$ cat config.mk
export PLATFORM = sky130hd
export DESIGN_NAME = binary_cross_entropy_loss_unit
export DESIGN_NICKNAME = d
export VERILOG_FILES = /design/src/rtl/bce_pkg.sv /design/src/rtl/bce_div.sv /design/src/rtl/binary_cross_entropy_loss_unit.sv
export SDC_FILE = /design/constraint.sdc
export NUM_CORES = 2
export LEC_CHECK = 0
export BUFFER_PORTS_ARGS = -buffer_cell sky130_fd_sc_hd__buf_2
export CAP_MARGIN = 15
export CORE_MARGIN = 4
export CORE_UTILIZATION = 50
export CTS_BUF_LIST = sky130_fd_sc_hd__clkbuf_8
export DETAILED_ROUTE_END_ITERATION = 16
export HOLD_SLACK_MARGIN = 0.08
export PLACE_DENSITY = 0.71
export SETUP_SLACK_MARGIN = 0.2
export SYNTH_ARGS = -nofsm -noshare
export SYNTH_HDL_FRONTEND = slang
export SYNTH_SLANG_ARGS = --single-unit
$ cat constraint.sdc
create_clock -name clock -period 12.05 [get_ports clock]
set_input_delay 1.205 -clock clock [delete_from_list [all_inputs] [get_ports clock]]
set_output_delay 1.205 -clock clock [all_outputs]
set_load 0.01 [all_outputs]
$ cat src/rtl/bce_pkg.sv
// ----------------------------------------------------------------------------
// bce_pkg
// Shared types and constants for the binary cross-entropy loss unit.
// ----------------------------------------------------------------------------
package bce_pkg;

   localparam int FRAC_BITS  = 24;
   localparam int IN_W       = 25;
   localparam int GRAD_W     = 49;
   localparam int LOSS_W     = 29;
   localparam int ACC_W      = 39;
   localparam int CFG_W      = 11;
   localparam int CNT_W      = 10;
   localparam int N_W        = 21;
   localparam int DVD_W      = 49;
   localparam int DVS_W      = 25;
   localparam int MAX_ROWS   = 1024;
   localparam int MAX_LEN    = 1024;

   localparam logic [IN_W-1:0]   ONE      = IN_W'(1) << FRAC_BITS;
   localparam logic [31:0]       LN2_Q32  = 32'hB17217F8;
   localparam logic [ACC_W-1:0]  ACC_MAX  = '1;
   localparam logic [GRAD_W-1:0] GRAD_POS = {1'b0, {(GRAD_W-1){1'b1}}};
   localparam logic [GRAD_W-1:0] GRAD_NEG = {1'b1, {(GRAD_W-1){1'b0}}};

   localparam logic [1:0] REG_ROW_LENGTH = 2'd0;
   localparam logic [1:0] REG_BATCH_ROWS = 2'd1;

   typedef enum logic [3:0] {
      ST_IDLE,
      ST_DIV_T1,
      ST_DIV_T2,
      ST_DIV_N,
      ST_NORM,
      ST_SQ_MUL,
      ST_SQ_UPD,
      ST_LN_MUL,
      ST_LN_GET,
      ST_LN_ADD,
      ST_ACC,
      ST_DIV_L,
      ST_RESP
   } state_type;

   typedef struct packed {
      logic             start;
      logic [DVD_W-1:0] dividend;
      logic [DVS_W-1:0] divisor;
   } div_req_type;

endpackage

$ cat src/rtl/bce_div.sv
// ----------------------------------------------------------------------------
// bce_div
// Bit-serial restoring divider, one quotient bit per cycle.
// ----------------------------------------------------------------------------
module bce_div import bce_pkg::*; (
   input  logic             clock,
   input  logic             reset,
   input  div_req_type      req,
   output logic             done,
   output logic [DVD_W-1:0] quotient
);

   logic [DVD_W-1:0] dvd_ff, dvd_in;
   logic [DVS_W-1:0] rem_ff, rem_in;
   logic [DVS_W-1:0] dvs_ff;
   logic [5:0]       cnt_ff, cnt_in;
   logic             run_ff, run_in;
   logic             done_ff, done_in;
   logic [DVS_W:0]   trial;
   logic [DVS_W:0]   diff;

   assign trial = {rem_ff, dvd_ff[DVD_W-1]};
   assign diff  = trial - {1'b0, dvs_ff};

   always_comb begin
      dvd_in  = dvd_ff;
      rem_in  = rem_ff;
      cnt_in  = cnt_ff;
      run_in  = run_ff;
      done_in = 1'b0;
      if (req.start) begin
         dvd_in = req.dividend;
         rem_in = '0;
         cnt_in = '0;
         run_in = 1'b1;
      end else if (run_ff) begin
         if (!diff[DVS_W]) begin
            rem_in = diff[DVS_W-1:0];
            dvd_in = {dvd_ff[DVD_W-2:0], 1'b1};
         end else begin
            rem_in = trial[DVS_W-1:0];
            dvd_in = {dvd_ff[DVD_W-2:0], 1'b0};
         end
         cnt_in = cnt_ff + 6'd1;
         if (cnt_ff == 6'(DVD_W - 1)) begin
            run_in  = 1'b0;
            done_in = 1'b1;
         end
      end
   end

   always_ff @(posedge clock) begin
      if (reset) begin
         run_ff  <= 1'b0;
         done_ff <= 1'b0;
      end else begin
         run_ff  <= run_in;
         done_ff <= done_in;
      end
      dvd_ff <= dvd_in;
      rem_ff <= rem_in;
      cnt_ff <= cnt_in;
      if (req.start) begin
         dvs_ff <= req.divisor;
      end
   end

   assign done     = done_ff;
   assign quotient = dvd_ff;

endmodule

$ cat src/rtl/binary_cross_entropy_loss_unit.sv
// ----------------------------------------------------------------------------
// binary_cross_entropy_loss_unit
// Per-element BCE gradient, hit flag and row-mean loss, one element at a time.
// ----------------------------------------------------------------------------
// channel  direction  handshake            payload
// req      in         req_valid/req_ready  req_prediction, req_target
// rsp      out        rsp_valid/rsp_ready  rsp_gradient, rsp_hit, rsp_row_done,
//                                          rsp_row_loss
// csr      in         csr_we               csr_index, csr_wdata
//
// From accept to the next accept, one element runs three 49-bit divisions on the
// bit-serial divider (four on a row's last element) and two log passes: normalize,
// 24 squarings each in a multiply and an update state, and scaling in the LN_MUL,
// LN_GET and LN_ADD states; then an accumulate state and a response state.
// Synchronous reset clears row state and sets both registers to 1.
// A result waiting on rsp_ready does not block the next request transaction.
// ----------------------------------------------------------------------------
module binary_cross_entropy_loss_unit import bce_pkg::*; (
   input  logic                     clock,
   input  logic                     reset,
   input  logic                     req_valid,
   output logic                     req_ready,
   input  logic [IN_W-1:0]          req_prediction,
   input  logic [IN_W-1:0]          req_target,
   output logic                     rsp_valid,
   input  logic                     rsp_ready,
   output logic signed [GRAD_W-1:0] rsp_gradient,
   output logic                     rsp_hit,
   output logic                     rsp_row_done,
   output logic [LOSS_W-1:0]        rsp_row_loss,
   input  logic                     csr_we,
   input  logic [1:0]               csr_index,
   input  logic [CFG_W-1:0]         csr_wdata
);

   state_type state_ff, state_in;

   logic [CFG_W-1:0]  len_ff, rows_ff;
   logic [CFG_W-1:0]  len_eff, rows_eff;
   logic [N_W-1:0]    n_ff;
   logic [FRAC_BITS-1:0] pc_ff;
   logic [IN_W-1:0]   yc_ff;
   logic              hit_ff;
   logic              go_ff;
   logic [DVD_W-1:0]  t1_ff, mag_ff;
   logic              neg_ff;
   logic [GRAD_W-1:0] grad_ff;
   logic [31:0]       m_ff;
   logic [4:0]        k_ff;
   logic [FRAC_BITS-1:0] bits_ff;
   logic [4:0]        sq_cnt_ff;
   logic              sel_ff;
   logic [30:0]       e_ff;
   logic [ACC_W-1:0]  acc_ff;
   logic [CNT_W-1:0]  cnt_ff;
   logic              done_ff;
   logic [LOSS_W-1:0] loss_ff;
   logic [63:0]       prod_ff;

   logic              rsp_valid_ff;
   logic [GRAD_W-1:0] rsp_grad_ff;
   logic              rsp_hit_ff, rsp_done_ff;
   logic [LOSS_W-1:0] rsp_loss_ff;

   div_req_type       div_req;
   logic              div_done;
   logic [DVD_W-1:0]  div_q;

   logic [FRAC_BITS-1:0] pc_in;
   logic [IN_W-1:0]   yc_in;
   logic [FRAC_BITS-1:0] pcomp;
   logic [IN_W-1:0]   ycomp;
   logic [31:0]       mul_a, mul_b;
   logic [32:0]       sq;
   logic [28:0]       nl2;
   logic [ACC_W:0]    acc_sum;
   logic              accept, rsp_free;

   bce_div u_div (
      .clock    (clock),
      .reset    (reset),
      .req      (div_req),
      .done     (div_done),
      .quotient (div_q)
   );

   assign len_eff  = (len_ff == '0) ? CFG_W'(1) :
                     (len_ff > CFG_W'(MAX_LEN)) ? CFG_W'(MAX_LEN) : len_ff;
   assign rows_eff = (rows_ff == '0) ? CFG_W'(1) :
                     (rows_ff > CFG_W'(MAX_ROWS)) ? CFG_W'(MAX_ROWS) : rows_ff;

   assign pc_in = (req_prediction == '0) ? FRAC_BITS'(1) :
                  (req_prediction >= ONE) ? {FRAC_BITS{1'b1}} :
                  req_prediction[FRAC_BITS-1:0];
   assign yc_in = (req_target > ONE) ? ONE : req_target;
   assign pcomp = FRAC_BITS'(ONE - {1'b0, pc_ff});
   assign ycomp = ONE - yc_ff;

   assign req_ready = (state_ff == ST_IDLE);
   assign accept    = req_valid && req_ready;
   assign rsp_free  = !rsp_valid_ff || rsp_ready;

   assign sq      = prod_ff[63:31];
   assign nl2     = {5'd24 - k_ff, {FRAC_BITS{1'b0}}} - {5'd0, bits_ff};
   assign acc_sum = {1'b0, acc_ff} + {9'd0, e_ff};

   // next state
   always_comb begin
      state_in = state_ff;
      unique case (state_ff)
         ST_IDLE:   if (accept) state_in = ST_DIV_T1;
         ST_DIV_T1: if (go_ff && div_done) state_in = ST_DIV_T2;
         ST_DIV_T2: if (go_ff && div_done) state_in = ST_DIV_N;
         ST_DIV_N:  if (go_ff && div_done) state_in = ST_NORM;
         ST_NORM:   if (m_ff[31]) state_in = ST_SQ_MUL;
         ST_SQ_MUL: state_in = ST_SQ_UPD;
         ST_SQ_UPD: state_in = (sq_cnt_ff == 5'(FRAC_BITS - 1)) ? ST_LN_MUL : ST_SQ_MUL;
         ST_LN_MUL: state_in = ST_LN_GET;
         ST_LN_GET: state_in = ST_LN_ADD;
         ST_LN_ADD: state_in = sel_ff ? ST_ACC : ST_NORM;
         ST_ACC:    state_in = ({1'b0, cnt_ff} + 11'd1 >= len_eff) ? ST_DIV_L : ST_RESP;
         ST_DIV_L:  if (go_ff && div_done) state_in = ST_RESP;
         ST_RESP:   if (rsp_free) state_in = ST_IDLE;
         default:   state_in = ST_IDLE;
      endcase
   end

   // divider request and multiplier operands
   always_comb begin
      div_req.start    = 1'b0;
      div_req.dividend = '0;
      div_req.divisor  = '0;
      mul_a            = '0;
      mul_b            = '0;
      unique case (state_ff)
         ST_DIV_T1: begin
            div_req.start    = !go_ff;
            div_req.dividend = {yc_ff, {FRAC_BITS{1'b0}}};
            div_req.divisor  = {1'b0, pc_ff};
         end
         ST_DIV_T2: begin
            div_req.start    = !go_ff;
            div_req.dividend = {ycomp, {FRAC_BITS{1'b0}}};
            div_req.divisor  = {1'b0, pcomp};
         end
         ST_DIV_N: begin
            div_req.start    = !go_ff;
            div_req.dividend = mag_ff;
            div_req.divisor  = DVS_W'(n_ff);
         end
         ST_DIV_L: begin
            div_req.start    = !go_ff;
            div_req.dividend = DVD_W'(acc_ff);
            div_req.divisor  = DVS_W'(len_eff);
         end
         ST_SQ_MUL: begin
            mul_a = m_ff;
            mul_b = m_ff;
         end
         ST_LN_MUL: begin
            mul_a = {3'd0, nl2};
            mul_b = LN2_Q32;
         end
         ST_LN_GET: begin
            mul_a = {7'd0, sel_ff ? ycomp : yc_ff};
            mul_b = {3'd0, prod_ff[60:32]};
         end
         default: begin
         end
      endcase
   end

   always_ff @(posedge clock) begin
      if (reset) begin
         state_ff     <= ST_IDLE;
         len_ff       <= CFG_W'(1);
         rows_ff      <= CFG_W'(1);
         acc_ff       <= '0;
         cnt_ff       <= '0;
         go_ff        <= 1'b0;
         rsp_valid_ff <= 1'b0;
      end else begin
         state_ff <= state_in;
         if (csr_we) begin
            unique case (csr_index)
               REG_ROW_LENGTH: len_ff  <= csr_wdata;
               REG_BATCH_ROWS: rows_ff <= csr_wdata;
               default: begin
               end
            endcase
         end
         if (div_req.start) begin
            go_ff <= 1'b1;
         end else if (div_done) begin
            go_ff <= 1'b0;
         end
         if (state_ff == ST_ACC) begin
            acc_ff <= (acc_sum > {1'b0, ACC_MAX}) ? ACC_MAX : acc_sum[ACC_W-1:0];
            if ({1'b0, cnt_ff} + 11'd1 >= len_eff) begin
               cnt_ff <= '0;
            end else begin
               cnt_ff <= cnt_ff + 1'b1;
            end
         end
         if (state_ff == ST_DIV_L && go_ff && div_done) begin
            acc_ff <= '0;
         end
         if (state_ff == ST_RESP && rsp_free) begin
            rsp_valid_ff <= 1'b1;
         end else if (rsp_ready) begin
            rsp_valid_ff <= 1'b0;
         end
      end

      prod_ff <= mul_a * mul_b;

      if (accept) begin
         pc_ff  <= pc_in;
         yc_ff  <= yc_in;
         hit_ff <= (req_target == ((req_prediction >= (ONE >> 1)) ? ONE : '0));
         n_ff   <= {10'd0, rows_eff} * {10'd0, len_eff};
      end

      unique case (state_ff)
         ST_DIV_T1: if (go_ff && div_done) t1_ff <= div_q;
         ST_DIV_T2: if (go_ff && div_done) begin
            neg_ff <= t1_ff > div_q;
            mag_ff <= (t1_ff > div_q) ? t1_ff - div_q : div_q - t1_ff;
         end
         ST_DIV_N: if (go_ff && div_done) begin
            if (neg_ff) begin
               grad_ff <= (div_q > GRAD_NEG) ? GRAD_NEG : GRAD_W'(0) - div_q;
            end else begin
               grad_ff <= (div_q > GRAD_POS) ? GRAD_POS : div_q;
            end
            m_ff   <= {8'd0, pc_ff};
            k_ff   <= 5'd31;
            sel_ff <= 1'b0;
            e_ff   <= '0;
         end
         ST_NORM: begin
            bits_ff   <= '0;
            sq_cnt_ff <= '0;
            if (!m_ff[31]) begin
               m_ff <= {m_ff[30:0], 1'b0};
               k_ff <= k_ff - 5'd1;
            end
         end
         ST_SQ_UPD: begin
            // square is Q2.62; renormalize into [1,2) and emit one log2 bit
            m_ff      <= sq[32] ? sq[32:1] : sq[31:0];
            bits_ff   <= {bits_ff[FRAC_BITS-2:0], sq[32]};
            sq_cnt_ff <= sq_cnt_ff + 5'd1;
         end
         ST_LN_ADD: begin
            e_ff   <= e_ff + {1'b0, prod_ff[53:24]};
            sel_ff <= 1'b1;
            m_ff   <= {8'd0, pcomp};
            k_ff   <= 5'd31;
         end
         ST_ACC: loss_ff <= '0;
         ST_DIV_L: if (go_ff && div_done) begin
            loss_ff <= (div_q > DVD_W'({LOSS_W{1'b1}})) ? {LOSS_W{1'b1}}
                       : div_q[LOSS_W-1:0];
         end
         default: begin
         end
      endcase

      if (state_ff == ST_ACC) begin
         done_ff <= ({1'b0, cnt_ff} + 11'd1 >= len_eff);
      end

      if (state_ff == ST_RESP && rsp_free) begin
         rsp_grad_ff <= grad_ff;
         rsp_hit_ff  <= hit_ff;
         rsp_done_ff <= done_ff;
         rsp_loss_ff <= loss_ff;
      end
   end

   assign rsp_valid    = rsp_valid_ff;
   assign rsp_gradient = rsp_grad_ff;
   assign rsp_hit      = rsp_hit_ff;
   assign rsp_row_done = rsp_done_ff;
   assign rsp_row_loss = rsp_loss_ff;

endmodule
[Yosys cells after proc, flatten, opt, wreduce, memory -nomap -nowiden]
Index checks and enable logic that the tools add are counted.
Widths: inputs -> output; s select.
Word-level totals
  register bits after elaboration: 675
  input bits: 68
  output and inout bits: 82
  word-level logic and storage cells: 179
Operators by class
  $add $sub $neg: 15
  multiply operators: 2
  order comparisons: 11
  equal/unequal tests: 24
  muxes and demuxes: 55
  bitwise logic cells: 1
  reduce and logical (&&, ||, !) cells: 35
Operators with widths (number)
  $pmux 75 s4: 1
  $mux 49: 6
  $pmux 32 s3: 2
  $pmux 32 s4: 1
  $sub 49x49->49: 2
  $mux 32: 3
  $mux 25: 3
  $mul 32x32->64: 1
  $pmux 31 s2: 1
  $mux 29: 2
  $pmux 29 s2: 1
  $pmux 4 s13: 1
  $gt 49x29->1 const B: 1
  $gt 49x48->1 const B: 1
  $gt 49x49->1: 1
  $gt 49x49->1 const B: 1
  $sub 1x49->49 const A: 1
  $pmux 24 s2: 1
  $mux 11: 4
  $add 39x31->40: 1
  $gt 40x39->1 const B: 1
  $mux 39: 1
  $mux 4: 8
  $add 31x30->31: 1
  other kinds (52): 97

[Logic depth before layout (Yosys ltp)]
  depth in word-level cells: 6
  depth in mapped cells: 40

[By module]
A second synthesis with hierarchy kept.
Unflattened totals
  cell total of the unflattened synthesis: 7997
  area, all modules: 73935.9 um2
Modules (own cells, without submodules)
  binary_cross_entropy_loss_unit: times used 1, cells an instance 7512, area an instance 68329.3 um2, sequential area each 15164.5 um2
  bce_div: times used 1, cells an instance 485, area an instance 5606.6 um2, sequential area each 2882.8 um2

[Worst setup path before layout]
Ideal clock, no wire load.
  path kind: flip-flop to flip-flop
  from: reg bits_ff[3]
  to: reg prod_ff[62]
  setup time: 149 ps
  data arrival time: 9967 ps
  data required time: 11901 ps
  path slack: 1934 ps
  stages on the path, launching flop included: 35
  buffers on the path: 3
  clock period less this slack: 10116 ps
  path through: edfxtp_1 or4_1 nor4b_1 nand2_1 nor4_1 nand2_1 xor2_1 a221oi_2 clkbuf_1 nor2_1 fa_1 inv_1 fa_1 fa_1 fa_1 inv_1 fa_1 fa_1 fa_1 inv_1 fa_1 inv_1 ha_1 clkbuf_1 and3_1 o211ai_1 a21oi_1 o31ai_1 o21ai_0 or4_1 o2111a_1 o21ai_0 and2_1 clkbuf_1 o311ai_0
Between the ends
  word-level cells in the longest chain between the ends: 3
RTL lines
  from (decl): RTL line binary_cross_entropy_loss_unit.sv:50  | logic [FRAC_BITS-1:0] bits_ff;
  from (signal assigned): RTL line binary_cross_entropy_loss_unit.sv:252  | bits_ff <= {bits_ff[FRAC_BITS-2:0], sq[32]};
  $sub 29x24->29: RTL line binary_cross_entropy_loss_unit.sv:104  | assign nl2 = {5'd24 - k_ff, {FRAC_BITS{1'b0}}} - {5'd0, bits_ff};
  $pmux 32 s3: RTL line binary_cross_entropy_loss_unit.sv:135  | unique case (state_ff)
  $mul 32x32->64: RTL line binary_cross_entropy_loss_unit.sv:215  | prod_ff <= mul_a * mul_b;
  to (signal assigned): RTL line binary_cross_entropy_loss_unit.sv:215
  to (decl): RTL line binary_cross_entropy_loss_unit.sv:58  | logic [63:0] prod_ff;
Every way passes these cells.
A chain may end at the register's enable or synchronous reset.

[Worst setup path in the final report]
  from: reg yc_ff[0]
  to: reg prod_ff[62]
Between the ends
  word-level cells in the longest chain between the ends: 4
RTL lines
  from (decl): RTL line binary_cross_entropy_loss_unit.sv:42  | logic [IN_W-1:0] yc_ff;
  from (signal assigned): RTL line binary_cross_entropy_loss_unit.sv:219  | yc_ff <= yc_in;
  $sub 25x25->25: RTL line binary_cross_entropy_loss_unit.sv:97  | assign ycomp = ONE - yc_ff;
  $mux 25 (*): RTL line binary_cross_entropy_loss_unit.sv:165  | mul_a = {7'd0, sel_ff ? ycomp : yc_ff};
  $pmux 32 s3 (*): RTL line binary_cross_entropy_loss_unit.sv:135
  $mul 32x32->64 (*): RTL line binary_cross_entropy_loss_unit.sv:215
Every way passes the cells marked *; elsewhere a longest branch is shown, timed or not.

==> impl_metrics.toml <==
[yosys]
synth_warnings = 0
synth_xor_area_frac = 0.0295
ys_types = 87
synth-async-reset-ratio = 0
yosys.area_share.simple = 0.153
yosysSeqAreaShare = 0.243
syn_avg_cell_area_um2 = 9.07
ys.flop_type = "edfxtp_1"
synth_top_family_by_area = "adder cells"
synth_area_mm2 = 0.0742
synth.area.mux_share = 0.0117
synth-edff-count = 500
synthesis.nets = 9745
synth_compound_area_frac = 0.126
ys_ff_latch = 650
synthAdderAreaFrac = 0.352
syn_inst = 8177

[floorplanning]
die_w_um = 393
core_area_mm2 = 0.147
initial_core_util = 0.503
die_h_um = 393
placementRows = 141
ios = 150
die_area_mm2 = 0.155

[min_path]
min_path_type = "flip-flop to flip-flop"
min_from = "grad_ff[27]"
min_to = "rsp_gradient[27]"
whs_path_depth = 0

[critical_path]
r2r_end = "prod_ff[62]"
reg2regPathDepth = 35
end_kind = "flip-flop"
timing.rr.start = "yc_ff[0]"
crit_top_cell = "fa_1"
r2r_slack_ns = 0.68
cp.arrival_ns = 11.99
startpoint_type = "flip-flop"
crit_path_max_fanout = 7
slowest_delay_ns = 0.66
slowest_stage = "or4_1"
crit_type = "flip-flop to flip-flop"
cp.required_ns = 12.66

[cts]
ctsRootBufferMaster = "clkbuf_8"
clkSinkCount = 650
ctsLongestPathBuffers = 3
numCtsBuffers = 105
cts_tree = "done"
htreeDepth = 3
cts.clk_slew.worst_paths_ns = 0.07
insertion_delay_ns = 0.81

[timing]
skew_ns = 0.0561
slew_violations = 0
finalSetupTns_ns = 0
tightest_slew_ns = 1.31
relSlewSlack = 0.124
max_freq_mhz = 87.9
min_period_ns = 11.37
rsz0062_at_grt = "false"
finalCritPeriodShare = 0.944
hold_violations = 0
setup_viol = 0

[detailed_routing]
drtAntennaViolNets = 0
via_per_inst = 6.04
routed_wl_um = 255000
vias = 61500
wire_per_inst_um = 25.0
dr.pass1.iters = 7
drc_errors = 0
first_iter_violations = 6533

[cells_and_area]
areaGrowthSynthToFinish_pct = 7.11
final_nets = 9741
fillCellCount = 13400
layout-drive-gt1-share = 0.0689

[run]
cap_violations = 0

[pwr]
clockPowerShare = 0.212
power_mw = 9.40
comb_power_share = 0.429
p_sw_frac = 0.438
vdd_drop_max_uv = 162
internal_power_mw = 5.28
power_frac_seq = 0.359
power.leakage_nw = 35.8
power_switching_mw = 4.12
power_density_mw_per_mm2 = 118

[outcome]
status = "completed"

[placement]
gp_congestion = 0.990
dp_hpwl_um = 200000
io_buffers = 149

[global_route]
grt_antenna_before_repair = 15
grt_pass1_vias = 62000
grt_max_degree = 77
track_usage = 0.331
overflow = 0
grt_pass1_wl_um = 385000
## critical path: cells and delay by family, from the launching register on
family                   cells  cell delay, ns
XOR/XNOR                     1            0.18
AO/OA/AOI/OAI                9            1.84
flip-flops                   1            0.43
adder cells (fa/ha/maj)     10            4.76
AND/OR/NAND/NOR             10            3.66
buffers and inverters        5            0.32
## cell usage after synthesis (all sizes together) (44+ instances only)
library cell  number  area [um2]
ha               521        6520
nor2             997        3740
nand4             66         413
or3               50         333
dfxtp            150        3000
xnor2            150        1310
fa               979       19600
nand2            865        3250
nor4              45         282
a21o             149        1120
nor3             112         561
edfxtp           500       15000
inv             1238        4650
a221oi            50         444
nor2b             62         388
mux2i             78         781
and2              49         307
o21bai            59         443
nand2b            45         282
xor2             100         876
a31oi             57         357
clkbuf           387        1450
and3              82         513
o21a              49         368
o311ai            44         385
nand3            103         515
a21oi            414        2080
o21ai            337        1690
## flip-flops by register name (all words and copies together) (netlist names), 21 cells and up
name and flops:
acc_ff 39, bits_ff 24, e_ff 31, grad_ff 49
loss_ff 29, m_ff 32, mag_ff 49, n_ff 21
pc_ff 24, prod_ff 40, rsp_gradient 49, rsp_row_loss 29
t1_ff 49, u_div.dvs_ff 24, u_div.quotient 49, u_div.rem_ff 25
yc_ff 25
## how the worst max path moves through the flow
stage | from | to | slack, ns | depth (start not counted)
2_1_floorplan | bits_ff[3] | prod_ff[62] | 1.93 | 34
3_3_place_gp | yc_ff[0] | prod_ff[62] | 0.96 | 34
3_5_place_dp | yc_ff[0] | prod_ff[62] | 0.82 | 34
4_1_cts | yc_ff[0] | prod_ff[62] | 0.77 | 34
5_1_grt | yc_ff[0] | prod_ff[62] | 0.22 | 35
6_report | yc_ff[0] | prod_ff[62] | 0.68 | 35
## power groups by stage
stage	sequential [mW]	combinational, mW	clock (mW)
2_1_floorplan	3.15	2.74	0
3_3_place_gp	3.39	3.90	0
3_5_place_dp	3.40	3.91	0
4_1_cts	3.35	3.95	2.02
5_1_grt	3.40	4.36	2.12
6_report	3.38	4.04	1.99
## cell families (layout without fill, tap and decap cells)
group                      Yosys count  after routing
AOI/OAI and AO/OA                 1447           1447
xor gates and xnor gates           250            250
adders and majority gates         1500           1500
buffers and inverters             1662           1746
DFF                                650            650
muxes                               86             86
other                                0              3
and+or+nand+nor                   2582           2582
## metal layers
metal / up-vias / global-route usage / part of all wire / wire, um
met1: 30400 / 0.436 / 0.39 / 99200
met3: 770 / 0.0953 / 0.11 / 29100
li1: 27000 / - / - / -
met5: - / 0 / 0.00025 / 63
met4: 10 / 0.164 / 0.061 / 15500
met2: 3413 / 0.503 / 0.44 / 111000
## layout make-up
class                   instances  area, um2  share of cell area
clock buffers                 110       1510              0.0191
inverters                    1242       4660              0.0587
well taps                    1930       2410              0.0304
repair buffers                309       2000              0.0252
diodes                          3       7.51           0.0000945
multi-input cells            5865      50200               0.632
flip-flops and latches        650      18000               0.227
clock inverters                85        604             0.00761
## what timing repair did
item                                   in CTS  in global routing
hold buffers                                0                  0
buffers inserted                            0                  0
endpoints found under the hold margin       0                  0
resized for setup                           0                  3
setup endpoints to repair                   0                  6
## metrics by stage
| stage | setup WS, ns | util | instance area, um2 | hold WS [ns] | instances |
|---|---|---|---|---|---|
| after floorplan | 1.93 | - | 74200 | 0.400 | 8177 |
| after global placement | 0.960 | 0.524 | 77200 | 0.401 | 9993 |
| after detailed placement | 0.823 | 0.524 | 77200 | 0.405 | 9993 |
| after CTS | 0.772 | 0.538 | 79300 | 0.370 | 10200 |
| after global routing | 0.217 | 0.538 | 79400 | 0.384 | 10200 |
| final | 0.678 | 0.539 | 79400 | 0.377 | 10200 |
## placed cells by master, fill, tap and decap left out, types with 101 or more instances in the layout
cell type,Yosys,layout
buf_4,0,156
inv_1,1237,1270
nor3_1,112,109
a21o_1,149,149
edfxtp_1,500,500
a21oi_1,412,408
clkbuf_8,0,110
fa_1,979,979
buf_2,6,149
nand3_1,103,101
o21ai_0,331,327
ha_1,521,521
nor2_1,997,991
dfxtp_1,150,149
nand2_1,865,865
xnor2_1,150,150
Note: power is estimated with default switching activity, not from simulation.
